`src/rtl/nine_bit_alarm_datagram_decoder_top_defines.svh`:
```
// Assertion macros for the alarm datagram decoder.
`ifndef NINE_BIT_ALARM_DATAGRAM_DECODER_TOP_DEFINES_SVH
`define NINE_BIT_ALARM_DATAGRAM_DECODER_TOP_DEFINES_SVH

// Same-cycle implication, checked outside reset.
`define NBAD_ASSERT_IMPL(label, ante, cons, msg) \
    label: assert property (@(posedge clk) disable iff (!rst_n) (ante) |-> (cons)) \
        else $error(msg);

// Next-cycle implication, checked outside reset.
`define NBAD_ASSERT_NEXT(label, ante, cons, msg) \
    label: assert property (@(posedge clk) disable iff (!rst_n) (ante) |=> (cons)) \
        else $error(msg);

`endif

```
`src/rtl/nbad_pkg.sv`:
```
// Types and pattern constants shared by the alarm datagram decoder.
package nbad_pkg;

    localparam int HEAD_LEN = 10;

    localparam logic [7:0] MOB_ON_ID      = 8'h67;
    localparam logic [7:0] MOB_ON_SUB_A   = 8'h77;
    localparam logic [7:0] MOB_ON_SUB_B   = 8'h07;
    localparam logic [7:0] MOB_CANCEL_ID  = 8'h36;
    localparam logic [7:0] MOB_CANCEL_ARG = 8'h01;
    localparam logic [7:0] RADAR_ID_A     = 8'hA8;
    localparam logic [7:0] RADAR_ID_B     = 8'hAB;
    localparam logic [7:0] RADAR_SUB_A    = 8'h43;
    localparam logic [7:0] RADAR_SUB_B    = 8'h53;
    localparam logic [7:0] RADAR_ARG      = 8'h80;
    localparam logic [7:0] RADAR_ON_CODE  = 8'hD3;
    localparam logic [7:0] RADAR_OFF_CODE = 8'hC3;
    localparam logic [7:0] WIND_ID        = 8'h66;
    localparam logic [7:0] ZERO_BYTE      = 8'h00;

    typedef logic [HEAD_LEN-1:0][7:0] head_t;

    typedef struct packed {
        logic [7:0] rx_byte;
        logic       command_flag;
    } in_item_t;

    typedef struct packed {
        logic mob_alarm;
        logic wind_alarm;
        logic radar_alarm;
        logic snooze_clear;
        logic datagram_done;
    } out_item_t;

    typedef struct packed {
        logic mob_on;
        logic mob_cancel;
        logic radar_on;
        logic radar_off;
        logic wind_on;
        logic wind_off;
    } match_t;

endpackage

```
`src/rtl/nbad_matcher.sv`:
```
// Pattern matcher over the first slots of the datagram buffer.
module nbad_matcher
    import nbad_pkg::*;
(
    input  head_t  head,
    output match_t match
);

    logic mob_tail_zero;
    logic radar_hdr;
    logic wind_hdr;

    always_comb
    begin
        mob_tail_zero = 1'b1;
        for (int i = 2; i < HEAD_LEN; i++)
        begin
            if (head[i] != ZERO_BYTE)
            begin
                mob_tail_zero = 1'b0;
            end
        end

        radar_hdr = (head[0] == RADAR_ID_A || head[0] == RADAR_ID_B)
                 && (head[1] == RADAR_SUB_A || head[1] == RADAR_SUB_B)
                 && head[2] == RADAR_ARG && head[3] == ZERO_BYTE
                 && head[4] == ZERO_BYTE;
        wind_hdr  = head[0] == WIND_ID && head[1] == ZERO_BYTE;

        match.mob_on     = head[0] == MOB_ON_ID
                        && (head[1] == MOB_ON_SUB_A || head[1] == MOB_ON_SUB_B)
                        && mob_tail_zero;
        match.mob_cancel = head[0] == MOB_CANCEL_ID && head[1] == ZERO_BYTE
                        && head[2] == MOB_CANCEL_ARG;
        match.radar_on   = radar_hdr && head[5] == RADAR_ON_CODE;
        match.radar_off  = radar_hdr && head[5] == RADAR_OFF_CODE;
        match.wind_on    = wind_hdr && head[2] != ZERO_BYTE;
        match.wind_off   = wind_hdr && head[2] == ZERO_BYTE;
    end

endmodule

```
`src/rtl/nbad_frame_buf.sv`:
```
// Datagram byte buffer with saturating write position.
module nbad_frame_buf
    import nbad_pkg::*;
#(
    parameter int DEPTH = 20
)
(
    input  logic       clk,
    input  logic       rst_n,
    input  logic       wr_en,
    input  logic       restart,
    input  logic [7:0] data,
    output head_t      head
);

    localparam int PosW = $clog2(DEPTH);
    localparam logic [PosW-1:0] LastPos = PosW'(DEPTH - 1);

    logic [DEPTH-1:0][7:0] slot_reg;
    logic [PosW-1:0]       pos_reg;
    logic [PosW-1:0]       pos_next;
    logic [PosW-1:0]       wr_pos;

    always_comb
    begin
        wr_pos   = restart ? '0 : pos_reg;
        pos_next = (wr_pos == LastPos) ? wr_pos : wr_pos + 1'b1;
        for (int i = 0; i < HEAD_LEN; i++)
        begin
            head[i] = slot_reg[i];
        end
    end

    always_ff @(posedge clk or negedge rst_n)
    begin
        if (!rst_n)
        begin
            slot_reg <= '0;
            pos_reg  <= '0;
        end
        else if (wr_en)
        begin
            slot_reg[wr_pos] <= data;
            pos_reg          <= pos_next;
        end
    end

endmodule

```
`src/rtl/nine_bit_alarm_datagram_decoder_top.sv`:
```
// An accepted item waits in the input register, and its result is loaded into the result register
// when the item advances; out_data shows the result register.
// Throughput: one item per cycle unless the result side stalls; input and result registers decouple the ports.
// The command byte match reads buffer slots 0..9 and updates flags in the same cycle.
// Reset clears the buffer, write position, alarm flags and both valid registers.
`include "nine_bit_alarm_datagram_decoder_top_defines.svh"
module nine_bit_alarm_datagram_decoder_top
    import nbad_pkg::*;
#(
    parameter int BUFFER_DEPTH = 20
)
(
    input  logic      clk,
    input  logic      rst_n,
    input  logic      in_valid,
    output logic      in_stall,
    input  in_item_t  in_data,
    output logic      out_valid,
    input  logic      out_stall,
    output out_item_t out_data
);

    logic      in_vld_reg;
    logic      in_vld_next;
    in_item_t  in_item_reg;
    logic      out_vld_reg;
    logic      out_vld_next;
    out_item_t out_item_reg;
    out_item_t out_item_next;
    logic      mob_reg;
    logic      mob_next;
    logic      wind_reg;
    logic      wind_next;
    logic      radar_reg;
    logic      radar_next;
    logic      advance;
    logic      cmd;
    head_t     head;
    match_t    match;

    assign advance  = in_vld_reg && (!out_vld_reg || !out_stall);
    assign in_stall = in_vld_reg && !advance;
    assign cmd      = in_item_reg.command_flag;

    nbad_frame_buf #(
        .DEPTH (BUFFER_DEPTH)
    ) u_frame_buf (
        .clk     (clk),
        .rst_n   (rst_n),
        .wr_en   (advance),
        .restart (cmd),
        .data    (in_item_reg.rx_byte),
        .head    (head)
    );

    nbad_matcher u_matcher (
        .head  (head),
        .match (match)
    );

    always_comb
    begin
        mob_next   = mob_reg;
        wind_next  = wind_reg;
        radar_next = radar_reg;
        if (cmd)
        begin
            if (match.mob_on)
            begin
                mob_next = 1'b1;
            end
            if (match.mob_cancel)
            begin
                mob_next = 1'b0;
            end
            if (match.radar_on)
            begin
                radar_next = 1'b1;
            end
            if (match.radar_off)
            begin
                radar_next = 1'b0;
            end
            if (match.wind_on)
            begin
                wind_next = 1'b1;
            end
            if (match.wind_off)
            begin
                wind_next = 1'b0;
            end
        end

        out_item_next.mob_alarm     = mob_next;
        out_item_next.wind_alarm    = wind_next;
        out_item_next.radar_alarm   = radar_next;
        out_item_next.snooze_clear  = cmd && (match.radar_on || match.wind_on);
        out_item_next.datagram_done = cmd;

        if (in_valid && !in_stall)
        begin
            in_vld_next = 1'b1;
        end
        else if (advance)
        begin
            in_vld_next = 1'b0;
        end
        else
        begin
            in_vld_next = in_vld_reg;
        end

        if (advance)
        begin
            out_vld_next = 1'b1;
        end
        else if (out_vld_reg && !out_stall)
        begin
            out_vld_next = 1'b0;
        end
        else
        begin
            out_vld_next = out_vld_reg;
        end
    end

    always_ff @(posedge clk or negedge rst_n)
    begin
        if (!rst_n)
        begin
            in_vld_reg  <= 1'b0;
            out_vld_reg <= 1'b0;
            mob_reg     <= 1'b0;
            wind_reg    <= 1'b0;
            radar_reg   <= 1'b0;
        end
        else
        begin
            in_vld_reg  <= in_vld_next;
            out_vld_reg <= out_vld_next;
            if (advance)
            begin
                mob_reg   <= mob_next;
                wind_reg  <= wind_next;
                radar_reg <= radar_next;
            end
        end
    end

    always_ff @(posedge clk)
    begin
        if (in_valid && !in_stall)
        begin
            in_item_reg <= in_data;
        end
        if (advance)
        begin
            out_item_reg <= out_item_next;
        end
    end

    assign out_valid = out_vld_reg;
    assign out_data  = out_item_reg;

    `NBAD_ASSERT_IMPL(a_snooze_on_done, out_vld_reg && out_item_reg.snooze_clear, out_item_reg.datagram_done, "snooze without datagram evaluation")
    `NBAD_ASSERT_IMPL(a_snooze_flag, out_vld_reg && out_item_reg.snooze_clear, out_item_reg.wind_alarm || out_item_reg.radar_alarm, "snooze without alarm set")
    `NBAD_ASSERT_NEXT(a_advance_fills, advance, out_vld_reg && out_item_reg.mob_alarm == mob_reg, "result register not loaded")

endmodule

```
`config.mk`:
```
export PLATFORM = sky130hd
export DESIGN_NAME = nine_bit_alarm_datagram_decoder_top
export DESIGN_NICKNAME = d
export VERILOG_FILES = /design/src/rtl/nbad_pkg.sv /design/src/rtl/nbad_matcher.sv /design/src/rtl/nbad_frame_buf.sv /design/src/rtl/nine_bit_alarm_datagram_decoder_top.sv
export VERILOG_INCLUDE_DIRS = /design/src /design/src/rtl
export SDC_FILE = /design/constraint.sdc
export NUM_CORES = 1
export LEC_CHECK = 0
export BUFFER_PORTS_ARGS = -buffer_cell sky130_fd_sc_hd__buf_2
export CAP_MARGIN = 15
export CORE_MARGIN = 4
export CORE_UTILIZATION = 45
export DETAILED_ROUTE_END_ITERATION = 16
export PLACE_DENSITY = 0.65
export SLEW_MARGIN = 10
export SYNTH_ARGS = -nofsm -noshare
export SYNTH_HDL_FRONTEND = slang
export SYNTH_SLANG_ARGS = --single-unit
```
`constraint.sdc`:
```
create_clock -name clk -period 2.94 [get_ports clk]
set_input_delay 0.147 -clock clk [delete_from_list [all_inputs] [get_ports clk]]
set_output_delay 0.147 -clock clk [all_outputs]
set_load 0.03 [all_outputs]
```
== Word-level counts from Yosys, hierarchy flattened ==
Index checks and enable logic that the tools add are counted.
Word-level totals
  register bits: 184
  input port bits: 13
  output and inout bits: 7
  logic and storage cells: 118
Cells by class
  $add $sub $neg: 1
  magnitude comparators: 2
  eq/ne operators: 14
  multiplexer cells: 26
  reduce and logical (&&, ||, !) cells: 42
Operators with widths (count)
  $bwmux 160: 1
  $reduce_bool 8->1: 8
  $demux 8 s5: 1
  $eq 8x7->1 const B: 5
  $eq 8x8->1 const B: 5
  $logic_not 8->1: 4
  $mux 1: 21
  $logic_and 1x1->1: 19
  $mux 5: 2
  $eq 8x1->1 const B: 1
  $eq 8x3->1 const B: 1
  $eq 8x6->1 const B: 1
  $mux 8: 1
  $lt 5x6->1 const B: 1
  $add 5x1->5 const B: 1
  $eq 5x5->1 const B: 1
  $ge 5x1->1 const B: 1
  $logic_or 1x1->1: 5
  $logic_not 1->1: 4
  $reduce_bool 2->1: 2

== Depth between registers and ports, before layout ==
Gate-level depths: netlist of the first run.
  depth in word-level cells: 13
  mapped depth: 10

== Modules after synthesis ==
From an unflattened synthesis of the first run, not the netlist that was laid out.
Unflattened totals
  cell total of the unflattened synthesis: 348
  area, all modules: 4603.2 sq um
Modules (own cells, without submodules)
  nbad_frame_buf: instances 1, cells each 261, area an instance 3580.9 sq um, seq. area each 2127.0 sq um
  nine_bit_alarm_datagram_decoder_top: instances 1, cells each 35, area an instance 656.9 sq um, seq. area each 545.5 sq um
  nbad_matcher: instances 1, cells each 52, area an instance 365.4 sq um, seq. area each 0.0 sq um

== Worst setup path before layout of the first run ==
OpenSTA, ideal clock, no wires.
  path kind: register -> register
  start point: register in_item_reg, in the netlist cmd
  end point: register u_frame_buf.pos_reg[1]
  library setup time: 0.125 ns
  arrival: 2.090 ns
  data required time: 2.815 ns
  slack: 0.725 ns
  stages on the path, launching flop included: 10
  period minus slack after synthesis: 2.215 ns
  cell sequence: edfxtp_1 > buf_2 > nand2b_1 > inv_1 > ha_1 > clkbuf_1 > nand2_1 > nor4_1 > nand2b_1 > mux2_2
On the way
  longest elaborated chain between the ends: 3
  elaborated cells on any way between the ends: 4
  those cells by class: add/sub (1); eq/ne (1); mux (2)
RTL lines
  start, declared: line nine_bit_alarm_datagram_decoder_top.sv:25  | in_item_t in_item_reg;
  start signal, assigned: line nine_bit_alarm_datagram_decoder_top.sv:154  | in_item_reg <= in_data;
  $mux 5 *: line nbad_frame_buf.sv:26  | wr_pos = restart ? '0 : pos_reg;
  $add 5x1->5 / $eq 5x5->1 (equally long branches): line nbad_frame_buf.sv:27  | pos_next = (wr_pos == LastPos) ? wr_pos : wr_pos + 1'b1;
  $mux 5 *: line nbad_frame_buf.sv:27
  end signal, assigned: line nbad_frame_buf.sv:44  | pos_reg <= pos_next;
  end, declared: line nbad_frame_buf.sv:20  | logic [PosW-1:0] pos_reg;
Every way passes the cells marked *; elsewhere a longest branch is shown, timed or not.
A chain may end at the register's enable or synchronous reset.

== Worst setup path after layout of the first run ==
Same ends and word-level chain as after synthesis.

==> out/summary.md, run 1 <==
- top fanout value on the critical path: 12
- drt total wl: 8.526 mm
- CP max stage delay: 580 ps
- class of the most critical hold timing path: input port to register
- min cycle time layout: 2327 ps
- gate count after technology mapping: 310
- first-pass GRT wire length: 14.26 mm
- leakage power of the design: 2.176 nW
- fraction of final layout cells with drive strength greater than 1: 0.3797
- Overall Power: 4.313 mW
- type of destination of the critical path: register
- status: finished clean
- CP Launch Type: register
- maximum level of the CTS H-tree: 3
- final slew viol count: 0
- Skew-Pair Late Insertion Delay: 380 ps
- Top delay family on crit path: simple AND/OR/NAND/NOR gates
- number of antenna repair diodes: 0
- area of the placeable core: 9371 um2
- Cell variety after synth: 42
- required time reported for the critical path endpoint: 3210 ps
- via count of the first global-routing pass: 2,657
- total power divided by cell area: 870.8 nW/um2
- total routing resource utilization after global routing: 0.1646
- first-pass iteration count of the detailed router: 4
- routed length per instance: 17.99 um
- effective utilization at floorplan: 0.4685
- buffer cell driving the clock tree root: clkbuf_8
- Clk pin slew, worst setup/hold paths: 100 ps
- net total in the final layout: 357
- DIE WIDTH: 106.8 um
- number of I/O port buffers: 19
- number of remaining DRC errors: 0
- largest net degree at the start of global routing: 43
- headroom to the max-slew limit: 0.6360
- clock skew after layout: 16.97 ps
- number of primary I/O pins: 20
- number of synthesized register bits: 104
- Cell Chain, Critical Path: nand2b_1 -> inv_1 -> ha_1 -> nand2_1 -> nor4_1 -> nand2b_1 -> mux2_2
- routability cong.: 0.7991
- max-capacitance violation count: 0
- per-instance average area after synthesis: 14.16 um2
- average vias per placed instance: 5.430
- total number of vias: 2,574
- number of flip-flops in the largest register: 80
- row count: 35
- worst setup path category: register to register
- maximum clock insertion buffer count: 2
- chip height: 106.8 um
- Overflow after GRT: 0
- Post-CTS Setup Inserts: 0
- die outline area: 11,400 um2
- Final period util: 0.7915
- net count of the mapped netlist: 327
- antenna violation net count after detailed routing: 0
- CTS tree: done
- post-synthesis sequential area ratio: 0.6087
- Final Setup Violations: 0
- Final TNS setup: 0 ps
- Synth-to-Final Area Change: 12.82%
- peak supply drop: 480.3 uV
- WP data arrival: 2600 ps
- initial antenna violation count: 0
- Fmax: 0.4297 GHz
- setup repair after global routing missed its margin: no
- starting DRC count in detailed routing: 94
- clock sink total: 104
- slowest library cell on the worst path: edfxtp_1
- warning count from the yosys run: 0
- number of buffers inserted during clock tree synthesis: 9
- number of hold violations in the final report: 0
- measured slew at the worst slew-check pin: 545.9 ps
- Critical Path Most Common Cell: nand2b_1
- cell area after technology mapping: 4390 um2
- number of buffer and inverter instances along the worst setup path: 1
- final HPWL from detailed placement: 5.698 mm
[cell usage in the layout (no fill, tap or decap), types with 2 or more instances in the layout]
| cell type | n |
|---|---|
| buf_2 | 18 |
| nand2b_1 | 5 |
| and2_1 | 2 |
| inv_1 | 4 |
| clkbuf_8 | 10 |
| nor4_1 | 18 |
| dlygate4sd3_1 | 11 |
| clkbuf_1 | 3 |
| bufinv_16 | 2 |
| nand4_1 | 6 |
| nand3_1 | 11 |
| ha_1 | 4 |
| dfrtp_1 | 90 |
| edfxtp_1 | 14 |
| buf_4 | 3 |
| nor3_1 | 5 |
| a21oi_1 | 3 |
| nand2_1 | 9 |
| mux2_2 | 84 |
| o21ai_0 | 2 |
| nand3_2 | 8 |
| nor4bb_1 | 2 |
| nor2_1 | 10 |
[synthesized netlist by cell type (all sizes together)]
library cell / n / area (um2)
a31oi: 1 / 6.260
nor3: 5 / 25.02
edfxtp: 14 / 420.4
xor2: 1 / 8.760
and2: 2 / 12.51
nor4: 20 / 146.4
nand2: 9 / 33.78
or3: 1 / 6.260
and3b: 1 / 8.760
a211oi: 1 / 7.510
buf: 11 / 46.29
clkbuf: 2 / 8.750
nand3b: 1 / 7.510
o22ai: 1 / 6.260
and4b: 1 / 10.01
dfrtp: 90 / 2252
nand4: 6 / 37.54
a21oi: 3 / 15.01
nor4b: 1 / 15.01
or2: 1 / 6.260
nand3: 19 / 135.1
and4: 1 / 8.760
o21ai: 2 / 10.01
nand2b: 5 / 31.28
ha: 4 / 50.05
nor2: 10 / 37.54
nor4bb: 2 / 20.02
inv: 5 / 18.76
nor3b: 1 / 7.510
a2111oi: 1 / 8.760
xnor2: 1 / 8.760
mux2: 85 / 957.2
o31ai: 1 / 7.510
a22o: 1 / 8.760
[power breakdown]
group | switching, mW | internal (mW)
logic | 0.389 | 0.557
registers | 0.386 | 1.96
clock network | 0.464 | 0.556
total | 1.24 | 3.07
[kinds of logic after synthesis]
group	share of synthesized area
and+or+nand+nor	0.1251
buffers and inverters	0.01681
DFF	0.6087
adders and majority gates	0.01140
xor gates and xnor gates	0.003990
muxes	0.2180
AOI/OAI and AO/OA	0.01596
[path summary, 6_finish.rpt]
path	slack, ps	to	cells after the start	startpoint
min	20	out_valid	3	out_stall
max	610	u_frame_buf.pos_reg[1]	7	cmd
min in group asynchronous	290	wind_reg	2	rst_n
min reg2reg	500	u_frame_buf.head[67]	1	u_frame_buf.head[67]
max in group asynchronous	1910	u_frame_buf.head[3]	3	rst_n
max reg2reg	610	u_frame_buf.pos_reg[1]	7	cmd
[worst min-delay path: cells and delay by family]
kind                   cells  cell delay (ps)
AND/OR/NAND/NOR            2              130
buffers and inverters      1               90
[what timing repair did]
action / CTS / global route
hold endpoints to repair: 50 / 0
gates resized for setup: 0 / 0
hold buffers: 11 / 0
[per-stage QoR]
step | std cells | cell area (um2) | setup slack (ps) | hold slack (ps) | utilization
6_report | 474 | 4954 | 613.1 | 20.85 | 0.5286
5_1_grt | 474 | 4954 | 375.0 | 31.08 | 0.5286
4_1_cts | 474 | 4954 | 588.0 | 5.047 | 0.5286
3_5_place_dp | 447 | 4609 | 583.0 | 173.5 | 0.4919
2_1_floorplan | 310 | 4390 | 725.3 | -148.6 | -
3_3_place_gp | 447 | 4609 | 685.6 | 172.7 | 0.4919
[metal layers]
metal / global-route usage / routed length [um]
met1: 0.2245 / 4123
met2: 0.2630 / 4020
met3: 0.04455 / 291
met4: 0.04110 / 91
met5: 0 / 0
[layout make-up]
type	instances	area, um2
clock inverter	2	60.06
multi-input combinational	188	1644
clock buffer	14	173.9
sequential	104	2673
inverter	5	18.77
tap	129	161.4
timing repair buffer	32	222.7
fill	805	4418
(Power assumes the default switching activity.)
==> run 2, diff against run 1 <==
Settings changed: PLACE_DENSITY 0.65 to 0.68.
Clock period 2.94 ns to 2.1 ns, I/O delays scaled along.
==> run 2 against run 1 <==
Against the previous run: clock power is 17% higher; via count is 1.2% higher; largest power group unchanged; non-clock buffer count is 8 higher; sequential share of layout area is 0.34 points lower; critical endpoint is now out_data[2]; global-route usage is 0.069 points lower; critical path type unchanged; critical path depth is 3 lower; largest cell class unchanged; utilization is 0.33 points higher; sequential cell count stayed put.
==> out/summary.md, run 2 (synthesized netlist as in run 1, its figures left out) <==
- setup slack of the critical path after layout: 102.9 ps
- Reg area: 2673 um2
- required time reported for the critical path endpoint: 2220 ps
- Final Setup Violations: 0
- relative contribution of sequential cells to total power: 0.561
- effective utilization at floorplan: 0.4685
- fraction of the core area covered by cells at the end of the flow: 0.5319
- DIE WIDTH: 106.8 um
- worst setup path category: register to register
- routed length per instance: 17.83 um
- setup repair after global routing missed its margin: yes
- first-pass iteration count of the detailed router: 4
- Overflow after GRT: 0
- routability cong.: 0.8177
- number of buffers inserted during clock tree synthesis: 9
- WP data arrival: 2110 ps
- switching power: 1.830 mW
- leakage power of the design: 2.193 nW
- leading cell type in the layout, fill and taps excluded: dfrtp_1
- row count: 35
- final HPWL from detailed placement: 5.784 mm
- total power divided by cell area: 1173 nW/um2
- via count of the first global-routing pass: 2,662
- maximum level of the CTS H-tree: 3
- worst setup path start: u_frame_buf.head[34]
- reg-to-reg slack, setup: 100 ps
- total number of vias: 2,604
- number of I/O port buffers: 19
- area of the placeable core: 9371 um2
- min cycle time layout: 1997 ps
- clock share of power: 0.203
- # placed instances: 454
- average vias per placed instance: 5.402
- clock sink total: 104
- antenna violation net count after detailed routing: 0
- final slew viol count: 0
- Synth-to-Final Area Change: 13.54%
- placement-stage cell area: 4668 um2
- initial antenna violation count: 0
- buffer cell driving the clock tree root: clkbuf_8
- largest net degree at the start of global routing: 51
- multi-input logic area: 1663 um2
- first-pass GRT wire length: 14.25 mm
- starting DRC count in detailed routing: 80
- clock skew after layout: 14.20 ps
- number of antenna repair diodes: 0
- number of remaining DRC errors: 0
- switching power share of the total: 0.3129
- post-route cell area: 4985 um2
- headroom to the max-slew limit: 0.5712
- status: finished clean
- Skew-Pair Late Insertion Delay: 370 ps
- Clk pin slew, worst setup/hold paths: 110 ps
- Comb power frac: 0.236
- Final TNS setup: 0 ps
- net total in the final layout: 365
- type of destination of the critical path: register
- maximum clock insertion buffer count: 2
- worst reg2reg endpoint: out_data[2]
- die outline area: 11,400 um2
- number of primary I/O pins: 20
- fill cell total of the finished layout: 806
- measured slew at the worst slew-check pin: 643.2 ps
- total routing resource utilization after global routing: 0.1639
- Layout Cells excl Fill: 482
- Hold Worst Slack: 301.8 ps
- class of the most critical hold timing path: input port to asynchronous set/reset pin
- internal power: 4.018 mW
- startpoint of the most critical register-to-register path: u_frame_buf.head[34]
- Fmax: 0.5007 GHz
- number of hold violations in the final report: 0
- Final period util: 0.9510
- CP Launch Type: register
- drt total wl: 8.594 mm
- peak supply drop: 605.3 uV
- number of flip-flops in the largest register: 80
- pre-CTS setup slack: 73.03 ps
- depth of the most critical reg-to-reg path: 4
- commonest cells after routing, fill and taps aside: 90 x dfrtp_1, 84 x mux2_2, 18 x buf_2
- chip height: 106.8 um
- max-capacitance violation count: 0
- top fanout value on the critical path: 2
- Overall Power: 5.848 mW
- CTS tree: done
- fraction of final layout cells with drive strength greater than 1: 0.4051
-- run 2: cell count changes in the layout (fill, tap and decap cells not counted), sizes merged --
cell         previous run  this run
buf                    21        28
clkinvlp                0         1
clkinv                  0         2
clkbuf                 14         9
inv                     5         9
dlygate4sd3            11        12
bufinv                  2         0
-- run 2: cell type report --
class                      count  area share
tap                          129     0.03238
multi-input combinational    188      0.3336
clock buffer                   9     0.02485
inverter                       5    0.003765
timing repair buffer          40     0.05723
clock inverter                 7     0.01205
sequential                   104      0.5361
-- run 2: worst max-delay path by stage --
stage	depth (start not counted)	to	slack, ps
after floorplan	9	u_frame_buf.pos_reg[1]	40
after global placement	4	out_data[2]	100
after detailed placement	4	out_data[2]	70
after CTS	4	out_data[2]	50
after global routing	6	radar_reg	-8
final	4	out_data[2]	100
-- run 2: repair_timing --
| action | 4_1_cts | 5_1_grt |
|---|---|---|
| resized for setup | 0 | 2 |
| hold buffers | 12 | 0 |
| buffers inserted | 0 | 0 |
| endpoints found under the hold margin | 58 | 0 |
| setup endpoints to repair | 0 | 3 |
-- run 2: power groups by stage --
stage | registers (mW) | clock network, mW | logic (mW)
finish | 3.28 | 1.19 | 1.38
global placement | 3.29 | 0 | 1.32
global route | 3.38 | 1.30 | 1.52
CTS | 3.27 | 1.21 | 1.39
detailed placement | 3.31 | 0 | 1.37
floorplan | 3.13 | 0 | 1.12
-- run 2: critical path, cell delays in order, from the launching register on --
cell	delay, ps
dfrtp_1	390
nor4_1	370
nand4_1	220
nor4_2	400
mux2_2	370
-- run 2: routing by layer --
metal / routed length, um / vias up / global-route usage
met5: 0 / - / 0
met4: 74 / 0 / 0.03927
met3: 211 / 8 / 0.04034
met2: 4116 / 31 / 0.2608
met1: 4192 / 1344 / 0.2279
li1: - / 1221 / -
==> run 3, diff against run 2 <==
Settings changed: CORE_UTILIZATION 45 to 50, PLACE_DENSITY 0.68 to 0.74.
==> run 3 against run 2 <==
Against the previous run: clock-buffer cell count up 1; register-to-register slack about the same; maximum frequency about the same; routed wire length up 0.23%; clock skew down 0.81 ps; sequential power about the same; final area down 0.75%; setup slack worse by 2.0 ps; highest routed layer unchanged.
==> out/summary.md, run 3 (synthesized netlist as in run 1, its figures left out) <==
- status: finished clean
- Layout Cells excl Fill: 456
- headroom to the max-slew limit: 0.6190
- chip height: 101.7 um
- required time reported for the critical path endpoint: 2220 ps
- Synth-to-Final Area Change: 12.68%
- DIE WIDTH: 101.7 um
- final HPWL from detailed placement: 5.803 mm
- maximum level of the CTS H-tree: 3
- min cycle time layout: 1999 ps
- setup repair after global routing missed its margin: no
- initial antenna violation count: 0
- via count of the first global-routing pass: 2,689
- fraction of the core area covered by cells at the end of the flow: 0.5902
- worst setup path category: register to register
- effective utilization at floorplan: 0.5238
- maximum clock insertion buffer count: 2
- measured slew at the worst slew-check pin: 571.4 ps
- Overflow after GRT: 0
- Clk pin slew, worst setup/hold paths: 100 ps
- class of the most critical hold timing path: input port to asynchronous set/reset pin
- starting DRC count in detailed routing: 102
- final slew viol count: 0
- antenna violation net count after detailed routing: 0
- number of hold violations in the final report: 0
- number of buffers inserted during clock tree synthesis: 9
- first-pass iteration count of the detailed router: 4
- commonest cells after routing, fill and taps aside: 90 x dfrtp_1, 84 x mux2_2, 18 x buf_2
- number of primary I/O pins: 20
- total routing resource utilization after global routing: 0.1894
- top fanout value on the critical path: 3
- CP Launch Type: register
- routed length per instance: 18.89 um
- switching power share of the total: 0.3117
- area of the placeable core: 8382 um2
- Comb power frac: 0.235
- pre-CTS setup slack: 42.25 ps
- number of I/O port buffers: 19
- internal power: 4.016 mW
- Skew-Pair Late Insertion Delay: 370 ps
- fill cell total of the finished layout: 657
- die outline area: 10,340 um2
- number of antenna repair diodes: 0
- leading cell type in the layout, fill and taps excluded: dfrtp_1
- leakage power of the design: 2.183 nW
- first-pass GRT wire length: 14.67 mm
- net total in the final layout: 363
- type of destination of the critical path: register
- Final period util: 0.9519
- # placed instances: 428
- largest net degree at the start of global routing: 48
- switching power: 1.819 mW
- total number of vias: 2,596
- Hold Worst Slack: 268.8 ps
- post-route cell area: 4947 um2
- Final TNS setup: 0 ps
- CP max stage delay: 410 ps
- Final Setup Violations: 0
- WP data arrival: 2120 ps
- number of flip-flops in the largest register: 80
- clock skew after layout: 13.39 ps
- placement-stage cell area: 4636 um2
- setup slack of the critical path after layout: 101.0 ps
- Overall Power: 5.835 mW
- slowest library cell on the worst path: dfrtp_1
- number of remaining DRC errors: 0
- relative contribution of sequential cells to total power: 0.567
- row count: 33
- routability cong.: 0.8677
- Fmax: 0.5002 GHz
- Cell Chain, Critical Path: nor4_1 -> nand3_1 -> nor4_2 -> mux2_2
- fraction of final layout cells with drive strength greater than 1: 0.4017
- clock share of power: 0.198
- CTS tree: done
- Post-CTS Setup Inserts: 0
- average vias per placed instance: 5.693
- drt total wl: 8.614 mm
- clock sink total: 104
- buffer cell driving the clock tree root: clkbuf_8
- max-capacitance violation count: 0
- peak supply drop: 690.0 uV
- total power divided by cell area: 1179 nW/um2
==> run 3: what timing repair did <==
item | in CTS | in global routing
hold endpoints to repair | 54 | 0
gates resized for setup | 0 | 2
hold buffers | 12 | 0
setup endpoints to repair | 0 | 3
==> run 3: routing by layer <==
metal | global-route usage | vias up | share of wire
met4 | 0.06135 | 0 | 0.015
met5 | 0 | - | 0
met2 | 0.2882 | 43 | 0.47
li1 | - | 1216 | -
met3 | 0.04063 | 11 | 0.031
met1 | 0.2728 | 1326 | 0.49
==> run 3: area by class of cell <==
cell class	count	area (um2)	area share
clock inverters	6	51.30	0.01037
flip-flops and latches	104	2673	0.5402
clock buffers	10	127.6	0.02580
repair buffers	38	282.8	0.05716
inverters	5	18.77	0.003794
multi-input cells	188	1663	0.3361
well taps	105	131.4	0.02656
==> run 3: worst max-delay path: cells and delay by family (launching register included) <==
family           cells  cell delay, ps
flip-flops           1             410
multiplexers         1             370
AND/OR/NAND/NOR      3             980
==> run 3: power groups by stage <==
stage	registers [mW]	logic, mW	clock network, mW
after floorplan	3.13	1.12	0
after global placement	3.30	1.31	0
after detailed placement	3.35	1.36	0
after CTS	3.30	1.38	1.19
after global routing	3.41	1.53	1.27
final	3.31	1.37	1.16
==> run 3: final timing paths <==
path	start	endpoint	slack (ps)	cells past startpoint
worst min register to register	u_frame_buf.head[72]	u_frame_buf.head[72]	510	1
worst max-delay path	u_frame_buf.head[17]	out_data[2]	100	4
worst max register to register	u_frame_buf.head[17]	out_data[2]	100	4
worst min-delay path	rst_n	u_frame_buf.head[18]	270	2
min in group clk	in_data[5]	in_item_reg[5]	430	2
max in group asynchronous	rst_n	u_frame_buf.head[52]	1190	3
